`src/rtl/core/hbp_pkg.sv`:
```
`timescale 1ns / 1ps
// ----------------------------------------------------------------------------
// hbp_pkg
// Shared types and constants for the Huffman bit packer: word formats on the
// item and result channels, operation codes and the burst hand-off format.
// ----------------------------------------------------------------------------
package hbp_pkg;

  localparam int SYMBOL_COUNT_DEF    = 256;
  localparam int MAX_CODE_LENGTH_DEF = 32;

  localparam int OP_W        = 2;
  localparam int SYMBOL_W    = 8;
  localparam int CODE_WORD_W = 32;
  localparam int CODE_LEN_W  = 6;
  localparam int BYTE_W      = 8;

  // An encode can release at most four bytes: seven pending bits plus a
  // 32-bit code make at most 39 bits.
  localparam int MAX_BURST   = 4;
  localparam int BURST_CNT_W = 3;
  localparam int PEND_CNT_W  = 3;

  typedef enum logic [OP_W-1:0] {
    OP_LOAD   = 2'd0,
    OP_ENCODE = 2'd1,
    OP_FLUSH  = 2'd2
  } op_t;

  typedef struct packed {
    logic [OP_W-1:0]        op;
    logic [SYMBOL_W-1:0]    symbol;
    logic [CODE_WORD_W-1:0] code_word;
    logic [CODE_LEN_W-1:0]  code_length;
  } item_t;

  typedef struct packed {
    logic [BYTE_W-1:0] out_byte;
    logic              last;
  } result_t;

  // Bytes released by one item, handed from the packer to the emitter.
  typedef struct packed {
    logic                        valid;
    logic [MAX_BURST*BYTE_W-1:0] data;
    logic [BURST_CNT_W-1:0]      count;
  } burst_t;

endpackage

```
`src/rtl/core/hbp_emitter.sv`:
```
`timescale 1ns / 1ps
// ----------------------------------------------------------------------------
// hbp_emitter
// Result register. Hold one burst and hand it out a byte per word, marking
// the final byte of the burst.
// ----------------------------------------------------------------------------
module hbp_emitter
  import hbp_pkg::*;
(
  input  logic    clk,
  input  logic    rst,
  input  burst_t  brq,
  input  logic    res_stall,
  output logic    free,
  output logic    res_valid,
  output result_t res
);

  logic [MAX_BURST*BYTE_W-1:0] data;
  logic [BURST_CNT_W-1:0]      rem;
  logic                        take;

  assign take         = res_valid && !res_stall;
  assign free         = !res_valid || (take && rem == BURST_CNT_W'(1));
  assign res.out_byte = data[BYTE_W-1:0];
  assign res.last     = (rem == BURST_CNT_W'(1));

  always_ff @(posedge clk) begin
    if (rst) begin
      res_valid <= 1'b0;
      rem       <= '0;
    end else if (brq.valid) begin
      res_valid <= 1'b1;
      rem       <= brq.count;
    end else if (take) begin
      res_valid <= (rem != BURST_CNT_W'(1));
      rem       <= rem - BURST_CNT_W'(1);
    end
  end

  always_ff @(posedge clk) begin
    if (brq.valid) begin
      data <= brq.data;
    end else if (take) begin
      data <= data >> BYTE_W;
    end
  end

endmodule

```
`config.mk`:
```
export PLATFORM = sky130hd
export DESIGN_NAME = hbp_emitter
export DESIGN_NICKNAME = d
export VERILOG_FILES = /design/src/rtl/core/hbp_pkg.sv /design/src/rtl/core/hbp_emitter.sv
export SDC_FILE = /design/constraint.sdc
export NUM_CORES = 1
export LEC_CHECK = 0
export ABC_CLOCK_PERIOD_IN_PS = 1760
export BUFFER_PORTS_ARGS = -buffer_cell sky130_fd_sc_hd__buf_2
export CAP_MARGIN = 5
export CORE_UTILIZATION = 47
export CTS_BUF_LIST = sky130_fd_sc_hd__clkbuf_4
export CTS_CLUSTER_DIAMETER = 150
export DETAILED_ROUTE_END_ITERATION = 12
export PLACE_DENSITY = 0.81
export SLEW_MARGIN = 20
export SYNTH_ARGS = -nofsm -noshare
export SYNTH_HDL_FRONTEND = slang
export SYNTH_SLANG_ARGS = --single-unit
```
`constraint.sdc`:
```
create_clock -name clk -period 1.76 [get_ports clk]
set_clock_uncertainty 0.15 [all_clocks]
set_input_delay 0.176 -clock clk [delete_from_list [all_inputs] [get_ports clk]]
set_output_delay 0.176 -clock clk [all_outputs]
set_load 0.05 [all_outputs]
```
==> impl_metrics.csv <==
group,metric,value,unit
run_status,run_status,"finished, violations left",
run_status,violations,"negative hold slack",
sta,worst_slew_pin_slew,0.421,ns
yosys,synth_seq_cells,36,
yosys,count_of_different_cell_masters_after_synthesis,23,
sta,layout_worst_path_cycle_share,0.948,
floorplanning,floorplan.initialDensity,0.508,
sta,fmax,0.599,GHz
sta,min_period,1.67,ns
layout,layout-drive-gt1-share,0.397,
setup_path,critical_path.slowest_cell,"sky130_fd_sc_hd__dfxtp_1",
clocking,cts_htree_levels,2,
yosys,postSynth.asyncResetShare,0,
setup_path,setup.worst_path.start_class,"register",
yosys,mappedNetlistNets,143,
hold_path,hold_depth,3,
clocking,clk_latency,0.33,ns
setup_path,largest_incremental_delay_on_the_critical_path,0.33,ns
power_and_ir_drop,power.leakage,0.932,nW
yosys,most_used_flip_flop_cell_after_synthesis,"sky130_fd_sc_hd__edfxtp_1",
clocking,cts_tree,"yes",
yosys,synth-edff-count,32,
floorplanning,dieWidth,60.4,um
place,globalplace.congestion,0.733,
floorplanning,core_area,3150,um2
setup_path,critical_path_required,1.43,ns
clocking,clockRootBuffer,"sky130_fd_sc_hd__clkbuf_4",
grt,grt_first_pass_wirelength,4600,um
clocking,clock-sinks,36,
sta,final_critical_path_setup_slack,0.0916,ns
grt,number_of_global_route_vias_before_repair,1118,
drt,firstDrtPassIters,3,
clocking,cts_made_buffers,5,
floorplanning,num_io_pins,50,
sta,finalHoldWorstSlack,-0.0160,ns
clocking,cts.reportedPaths.clkPinSlew,0.10,ns
power_and_ir_drop,worst_ir_drop_vdd,429,uV
grt,gr-usage-all-layers,0.183,
yosys,postSynthCellCount,102,
drt,detail_route.iter0.violations,22,
setup_path,crit_path_end_kind,"output pin",
sta,final-hold-violation-count,1,
yosys,synth.yosys.warnings,0,
yosys,postSynthAreaPerCell,15.7,um2
place,hpwlAfterDp,1740,um
sta,grt_setup_unrepaired,"yes",
grt,grt_max_degree,33,
place,dpl_cell_area,1840,um2
setup_path,crit_chain,"inv_1, ha_1, nand2b_1, o21ai_2, buf_6",
hold_path,hold_path_class,"in -> reg",
flow_run,cap_viol_max_count,0,
layout,finish.cell_count_without_fillers,228,
drt,detail_route.vias_per_cell,4.60,
layout,area_growth,40.7,%
grt,globalRouteOverflowTotal,0,
place,io_buffers,49,
layout,antenna_cells,0,
grt,antenna_found_initial,0,
drt,route.antenna.remaining_nets,0,
setup_path,r2r.worst_path.cells,2,
setup_path,crit_path_max_fanout,2,
place,pre_cts_slack,0.252,ns
setup_path,critical_path_class,"reg -> out",
sta,final-max-slew-violation-count,0,
floorplanning,die_height,60.4,um
layout,finish.net_count,224,
power_and_ir_drop,power,1.79,mW
yosys,seq_area_frac_synth,0.651,
sta,final_count_of_negative_setup_slack_endpoints,0,
yosys,mappedNetlistArea,1600,um2
drt,vias,1049,
drt,detail_route.wirelength,2940,um
sta,max_slew_margin,0.719,
setup_path,crit_arrival,1.34,ns
clocking,ctsLongestPathBuffers,2,
layout,fin_area,2250,um2
floorplanning,core.rowCount,20,
floorplanning,dieArea,3640,um2
power_and_ir_drop,power.density_cell_area,794,nW/um2
place,placed_cells_incl_taps,185,
drt,routed_wire_length_per_instance,12.9,um
drt,drc,0,
[placed cells by master (no fill, tap or decap), types with 2 or more instances in the layout]
master                           n
sky130_fd_sc_hd__buf_2          48
sky130_fd_sc_hd__dlygate4sd3_1  35
sky130_fd_sc_hd__edfxtp_1       32
sky130_fd_sc_hd__mux2_1         13
sky130_fd_sc_hd__mux2_2         11
sky130_fd_sc_hd__and2_1          8
sky130_fd_sc_hd__clkbuf_4        5
sky130_fd_sc_hd__inv_1           4
sky130_fd_sc_hd__dfxtp_1         3
sky130_fd_sc_hd__nor2_1          2
sky130_fd_sc_hd__nand3b_1        2
sky130_fd_sc_hd__a21oi_1         2
sky130_fd_sc_hd__ha_1            2
sky130_fd_sc_hd__clkinv_2        2
[path summary, 6_finish.rpt]
path	start	end	slack, ns
worst max-delay path	rem[1]	free	0.09
worst min-delay path	brq[0]	rem[0]	-0.02
worst max register to register	res_valid	data[26]	0.28
worst min register to register	data[20]	data[12]	0.38
[layer usage]
layer	GRT usage	up-vias	wire length (um)
met5	0	-	0
met4	0.0897	0	84
met3	0.0704	10	159
met2	0.352	46	1540
met1	0.163	471	1150
li1	-	522	-
[flip-flops by register name (all words and copies together), names as in the netlist]
signal	cells
data	32
res_valid	1
rem	3
[area by class of cell]
| cell class | count | area (um2) |
|---|---|---|
| Clock buffer | 5 | 37.5 |
| Clock inverter | 3 | 13.8 |
| Fill cell | 224 | 902 |
| Inverter | 4 | 15.0 |
| Multi-Input combinational cell | 50 | 458 |
| Sequential cell | 36 | 1040 |
| Tap cell | 44 | 55.1 |
| Timing Repair Buffer | 86 | 629 |
[metrics by stage]
| stage | TNS, ns | util |
|---|---|---|
| after floorplan | 0 | - |
| after global routing | -0.00221 | 0.714 |
| after CTS | 0 | 0.714 |
| final | 0 | 0.714 |
| after detailed placement | 0 | 0.583 |
| after global placement | 0 | 0.583 |
[kinds of logic (layout without fill, tap and decap cells)]
family          count (synthesis)  in the layout  share of synthesized area
compound gates                  6              6                     0.0266
xor+xnor                        2              2                     0.0109
fa+ha+maj                       2              2                     0.0156
buf+inv                        16             98                     0.0672
flops                          36             36                      0.651
mux                            24             24                      0.169
simple gates                   16             16                     0.0602
[Yosys cell counts (2+ instances only)]
cell type	number	area, um2
sky130_fd_sc_hd__edfxtp_1	32	961
sky130_fd_sc_hd__mux2_1	13	146
sky130_fd_sc_hd__mux2_2	11	124
sky130_fd_sc_hd__and2_1	8	50.1
sky130_fd_sc_hd__buf_4	8	60.1
sky130_fd_sc_hd__dfxtp_1	4	80.1
sky130_fd_sc_hd__inv_1	4	15.0
sky130_fd_sc_hd__a21oi_1	2	10.0
sky130_fd_sc_hd__buf_2	2	10.0
sky130_fd_sc_hd__buf_6	2	22.5
sky130_fd_sc_hd__ha_1	2	25.0
sky130_fd_sc_hd__nand3b_1	2	15.0
sky130_fd_sc_hd__nor2_1	2	7.51
[power by group]
part | internal [mW] | switching, mW
combinational | 0.163 | 0.178
clock | 0.146 | 0.261
sequential | 1.02 | 0.0203
[worst max-delay path: cells and delay by family (launching register included)]
family / cells / cell delay (ns)
AND/OR/NAND/NOR: 1 / 0.09
AO/OA/AOI/OAI: 1 / 0.17
adder cells (fa/ha/maj): 1 / 0.16
flip-flops: 1 / 0.33
buffers and inverters: 2 / 0.25
[timing repair]
| item | CTS | global route |
|---|---|---|
| hold buffers | 36 | 0 |
| hold endpoints to repair | 36 | 0 |
| gates resized for setup | 1 | 3 |
| buffers inserted | 0 | 0 |
| endpoints found under the setup margin | 1 | 2 |
Note: power is estimated with default switching activity, not from simulation.
