===== config.mk =====
export PLATFORM = sky130hd
export DESIGN_NAME = hbp_packer
export DESIGN_NICKNAME = d
export VERILOG_FILES = /design/src/rtl/core/hbp_pkg.sv /design/src/rtl/core/hbp_packer.sv
export SDC_FILE = /design/constraint.sdc
export NUM_CORES = 1
export LEC_CHECK = 0
export ABC_AREA = 1
export ABC_CLOCK_PERIOD_IN_PS = 3300
export BUFFER_PORTS_ARGS = -buffer_cell sky130_fd_sc_hd__buf_2
export CAP_MARGIN = 20
export CORE_MARGIN = 1.5
export CORE_UTILIZATION = 55
export DETAILED_ROUTE_END_ITERATION = 16
export HOLD_SLACK_MARGIN = 0.1
export PLACE_DENSITY = 0.83
export SLEW_MARGIN = 20
export SYNTH_ARGS = -nofsm -noshare
export SYNTH_HDL_FRONTEND = slang
export SYNTH_SLANG_ARGS = --single-unit

===== constraint.sdc =====
create_clock -name clk -period 3.3 [get_ports clk]
set_input_delay 0.66 -clock clk [delete_from_list [all_inputs] [get_ports clk]]
set_output_delay 0.66 -clock clk [all_outputs]
set_load 0.02 [all_outputs]

===== src/rtl/core/hbp_pkg.sv =====
`timescale 1ns / 1ps
// ----------------------------------------------------------------------------
// hbp_pkg
// Shared types and constants for the Huffman bit packer: word formats on the
// item and result channels, operation codes and the burst hand-off format.
// ----------------------------------------------------------------------------
package hbp_pkg;

  localparam int SYMBOL_COUNT_DEF    = 256;
  localparam int MAX_CODE_LENGTH_DEF = 32;

  localparam int OP_W        = 2;
  localparam int SYMBOL_W    = 8;
  localparam int CODE_WORD_W = 32;
  localparam int CODE_LEN_W  = 6;
  localparam int BYTE_W      = 8;

  // An encode can release at most four bytes: seven pending bits plus a
  // 32-bit code make at most 39 bits.
  localparam int MAX_BURST   = 4;
  localparam int BURST_CNT_W = 3;
  localparam int PEND_CNT_W  = 3;

  typedef enum logic [OP_W-1:0] {
    OP_LOAD   = 2'd0,
    OP_ENCODE = 2'd1,
    OP_FLUSH  = 2'd2
  } op_t;

  typedef struct packed {
    logic [OP_W-1:0]        op;
    logic [SYMBOL_W-1:0]    symbol;
    logic [CODE_WORD_W-1:0] code_word;
    logic [CODE_LEN_W-1:0]  code_length;
  } item_t;

  typedef struct packed {
    logic [BYTE_W-1:0] out_byte;
    logic              last;
  } result_t;

  // Bytes released by one item, handed from the packer to the emitter.
  typedef struct packed {
    logic                        valid;
    logic [MAX_BURST*BYTE_W-1:0] data;
    logic [BURST_CNT_W-1:0]      count;
  } burst_t;

endpackage


===== src/rtl/core/hbp_packer.sv =====
`timescale 1ns / 1ps
// ----------------------------------------------------------------------------
// hbp_packer
// Table-read stage and bit accumulator. Merge the looked-up code into the
// pending bits and release every full byte as one burst; flush a partial one.
// ----------------------------------------------------------------------------
module hbp_packer
  import hbp_pkg::*;
#(
  parameter int MAX_CODE_LENGTH = MAX_CODE_LENGTH_DEF
) (
  input  logic            clk,
  input  logic            rst,
  input  logic            fire,
  input  logic [OP_W-1:0] op,
  input  logic            sym_ok,
  input  logic            hit,
  input  logic [CODE_WORD_W+$clog2(((MAX_CODE_LENGTH < CODE_WORD_W) ?
                                     MAX_CODE_LENGTH : CODE_WORD_W) + 1)-1:0] rd_data,
  input  logic            burst_free,
  output logic            ready,
  output burst_t          brq
);

  localparam int LEN_CAP = (MAX_CODE_LENGTH < CODE_WORD_W) ? MAX_CODE_LENGTH : CODE_WORD_W;
  localparam int LEN_W   = $clog2(LEN_CAP + 1);
  localparam int MERGE_W = CODE_WORD_W + BYTE_W;

  logic                   s1_valid;
  logic [OP_W-1:0]        s1_op;
  logic                   s1_ok;
  logic                   s1_hit;
  logic [BYTE_W-1:0]      acc;
  logic [PEND_CNT_W-1:0]  cnt;
  logic [BYTE_W-1:0]      acc_next;
  logic [PEND_CNT_W-1:0]  cnt_next;

  logic [CODE_LEN_W-1:0]  clen;
  logic [CODE_WORD_W-1:0] mask;
  logic [CODE_WORD_W-1:0] bits;
  logic [MERGE_W-1:0]     merged;
  logic [CODE_LEN_W-1:0]  total;
  logic [BURST_CNT_W-1:0] nbytes;
  logic [MAX_BURST*BYTE_W-1:0] bytes;
  logic                   adv;

  always_comb begin
    clen = '0;
    if (s1_op == OP_ENCODE && s1_ok && s1_hit) begin
      clen = CODE_LEN_W'(rd_data[CODE_WORD_W +: LEN_W]);
    end
    for (int i = 0; i < CODE_WORD_W; i++) begin
      mask[i] = (CODE_LEN_W'(i) < clen);
    end
    bits   = rd_data[CODE_WORD_W-1:0] & mask;
    merged = ({{BYTE_W{1'b0}}, bits} << cnt) | {{CODE_WORD_W{1'b0}}, acc};
    total  = {{(CODE_LEN_W-PEND_CNT_W){1'b0}}, cnt} + clen;

    nbytes   = '0;
    bytes    = '0;
    acc_next = acc;
    cnt_next = cnt;
    case (s1_op)
      OP_ENCODE: begin
        nbytes   = total[CODE_LEN_W-1:PEND_CNT_W];
        bytes    = merged[MAX_BURST*BYTE_W-1:0];
        acc_next = BYTE_W'(merged >> {nbytes, 3'b000});
        cnt_next = total[PEND_CNT_W-1:0];
      end
      OP_FLUSH: begin
        nbytes   = (cnt != '0) ? BURST_CNT_W'(1) : '0;
        bytes    = {{((MAX_BURST-1)*BYTE_W){1'b0}}, acc};
        acc_next = '0;
        cnt_next = '0;
      end
      default: begin
        nbytes = '0;
      end
    endcase

    adv       = s1_valid && (nbytes == '0 || burst_free);
    ready     = !s1_valid || adv;
    brq.valid = adv && (nbytes != '0);
    brq.data  = bytes;
    brq.count = nbytes;
  end

  always_ff @(posedge clk) begin
    if (rst) begin
      s1_valid <= 1'b0;
      acc      <= '0;
      cnt      <= '0;
    end else begin
      if (fire) begin
        s1_valid <= 1'b1;
      end else if (adv) begin
        s1_valid <= 1'b0;
      end
      if (adv) begin
        acc <= acc_next;
        cnt <= cnt_next;
      end
    end
  end

  always_ff @(posedge clk) begin
    if (fire) begin
      s1_op  <= op;
      s1_ok  <= sym_ok;
      s1_hit <= hit;
    end
  end

endmodule


==> metrics.md <==
| Metric | Value |
|---|---|
| Area delta synth->final | 20.4% |
| ANT nets after route | 0 |
| Arr. time, crit path | 2600 ps |
| Leakage | 1.86 nW |
| Count of state elements after synthesis | 16 |
| Root Buffer | clkbuf_8 |
| First-pass GRT wire length | 18400 um |
| Critical path destination | ready |
| Clock Path Buffers | 2 |
| VDD IR max | 0.235 mV |
| Critical Path RT | 2640 ps |
| Crit-path cells | inv_1, ha_4, inv_2, nor2_8, nand3_2, fa_2, o21ai_1, nand3_1, nand3_1, nand4_2, nand3_1, buf_2 |
| Worst Skew | 2.95 ps |
| Antenna diodes | 0 |
| Post-Syn Area | 0.00313 sq mm |
| Stages on worst setup path | 12 |
| Worst setup SP type | flop |
| Netlist cell types | 37 |
| Grt ovf | 0 |
| Total Nets Final | 717 |
| CP dominant cell by count | nand3_1 |
| CTS sink count | 16 |
| Tot GR Track Use | 37.6% |
| Commonest non-fill, non-tap cell in the layout | nand3_1 |
| Die Wd | 78.4 um |
| Slew Limit Headroom | 61.8% |
| Pwr Density | 161 mW/mm^2 |
| Routability congestion estimate | 1.03 |
| Synthesized instance count | 592 |
| Worst path max stage delay | 400 ps |
| Dpl hpwl | 9150 um |
| Post-synth top area cell | nand3_1 |
| Routed wire per std cell | 16.2 um |
| Row cnt | 27 |
| Critical path peak fanout | 5 |
| DP Area | 0.00356 sq mm |
| Vias | 4592 |
| Syn_nets | 642 |
| Top layer in use | met4 |
| Synth top area cells | nand3_1 (31%), nand2_1 (18%), dfxtp_1 (7.7%) |
| Reg2reg start | s1_op[1]$_DFFE_PP_ |
| Die ar. | 0.00615 sq mm |
| Worst Tran Pin Value | 573 ps |
| Clock latency on the worst-skew pair | 240 ps |
| R2r worst-path depth | 18 |
| Total Wirelength | 12000 um |
| H-tree depth | 1 |
| Initial Utilization | 56.8% |
| Crit path capture type | output pin |
| Vias in the first global route | 3955 |
| Detailed Route Iter0 Violations | 508 |
| Fraction of layout cells with a size suffix above 1 | 21.5% |
| Reg2reg end | acc[5]$_SDFFE_PP0P_ |
| Mapped Avg Cell Area | 5.29 sq um |
| CTS tree | yes |
| HP Class | reg2reg |
| Top cell type's share of synthesized area | 30.7% |
| IO Port Bufs | 82 |
| Clock-pin transition on the worst setup and hold timing paths | 60 ps |
| TritonCTS Buffers | 3 |
| Outcome | finished, final reports clean |
| Max cap viols | 0 |
| Ports | 83 |
| DR WL met2 | 5300 um |
| WP buf/inv | 3 |
| Most frequent cells in the layout | nand3_1 (191), nand2_1 (145), buf_2 (82), inv_1 (43), a21oi_1 (35) |
| Met1 WL | 4830 um |
| Drt drc | 0 |
| Largest net degree at the start of global routing | 37 |
| Die Height | 78.4 um |
| Routed vias/inst | 6.22 |
| Hold Vio Cnt, Final | 0 |
| Setup crit start | s1_op[1]$_DFFE_PP_ |
| Synth Warn # | 0 |
| Initial antenna violation count | 0 |
| Seq/Total Area, Yosys | 11.5% |
| Slew Viols, Final | 0 |
| CP top delay family | simple AND/OR/NAND/NOR gates |
| Slowest cell on crit path | edfxtp_1 |
| Fin crit share | 98.7% |
| Fin crit period | 3260 ps |
| Fmax | 307 MHz |
| Setup violators final | 0 |
| Fillers | 532 |
| Setup slack, reg-to-reg | 300 ps |
| Post-CTS Hold Buffers | 0 |
| Final non-filler cell area | 0.00377 sq mm |
| CP Class | reg2out |
| Core outline area | 0.00551 sq mm |
| Routed wl met3 | 1280 um |
| Iteration count of the initial detailed-routing pass | 5 |
| Total power | 0.000605 W |
worst min-delay path by stage:
stage / from / endpoint / depth (start not counted)
floorplan: acc[7]$_SDFFE_PP0P_ / acc[7]$_SDFFE_PP0P_ / 2
global placement: acc[4]$_SDFFE_PP0P_ / acc[4]$_SDFFE_PP0P_ / 2
detailed placement: acc[7]$_SDFFE_PP0P_ / acc[7]$_SDFFE_PP0P_ / 2
CTS: acc[7]$_SDFFE_PP0P_ / acc[7]$_SDFFE_PP0P_ / 2
global route: acc[0]$_SDFFE_PP0P_ / acc[0]$_SDFFE_PP0P_ / 2
finish: acc[7]$_SDFFE_PP0P_ / acc[7]$_SDFFE_PP0P_ / 2
sequential cells by signal, indices dropped and copies added, names as in the netlist:
register and cells:
acc 8, s1_ok 1, s1_op 2, s1_hit 1, s1_valid 1, cnt 3
synth_stat cells, drive strengths merged:
cell,number
a31oi,3
clkinv,4
nand4,32
o22ai,2
o21bai,1
fa,1
o21ai,15
a21oi,36
o21a,1
nor2,43
a21boi,3
edfxtp,4
xor2,1
dfxtp,12
inv,52
o31ai,1
clkbuf,8
nand3,195
nand2,154
buf,21
ha,3
stage by stage:
stage	setup slack (ps)	util, %	hold slack, ps	cells	setup TNS [ps]
6_report	42.2	68.4	470	738	0
5_1_grt	-60.7	68.4	487	738	-159
4_1_cts	9.31	65.8	467	729	0
3_5_place_dp	220	64.7	458	725	0
3_3_place_gp	277	64.7	453	725	0
2_1_floorplan	516	-	439	592	0
report_power, final:
part	switching [W]	internal (W)	total (W)
clock network	0.0000653	0.0000854	0.000151
registers	0.00000727	0.000208	0.000216
logic	0.000161	0.0000769	0.000238
total	0.000234	0.000371	0.000605
timing repair:
item                                    4_1_cts  5_1_grt
gates resized for setup                       4       16
pin swaps                                     0        5
endpoints found under the setup margin        2       30
buffers inserted                              0        8
gates cloned                                  0        1
area by class of cell:
type | instances | area [sq um] | area share [%]
well taps | 72 | 90.1 | 2.39
inverters | 56 | 210 | 5.58
multi-input cells | 492 | 2530 | 67.2
repair buffers | 98 | 531 | 14.1
clock buffers | 4 | 45.0 | 1.20
flip-flops and latches | 16 | 360 | 9.57
metal layers:
| layer | global-route usage (%) | vias up |
|---|---|---|
| li1 | - | 2191 |
| met1 | 47.5 | 2022 |
| met2 | 61.7 | 329 |
| met3 | 6.86 | 50 |
| met4 | 18.0 | 0 |
| met5 | 0 | - |
logic make-up after synthesis:
| kind of cell | Yosys count | synth area share (%) |
|---|---|---|
| AND/OR/NAND/NOR | 424 | 64.3 |
| AO/OA/AOI/OAI | 62 | 11.3 |
| buffers and inverters | 85 | 10.8 |
| XOR/XNOR | 1 | 0.280 |
| adder cells (fa/ha/maj) | 4 | 1.84 |
| flip-flops | 16 | 11.5 |
worst min-delay path, stage by stage, from the launching register on:
cell and delay [ps]:
dfxtp_1 310, nand2_1 60, a21oi_1 50
No activity file was read; power rests on OpenSTA's default activity.
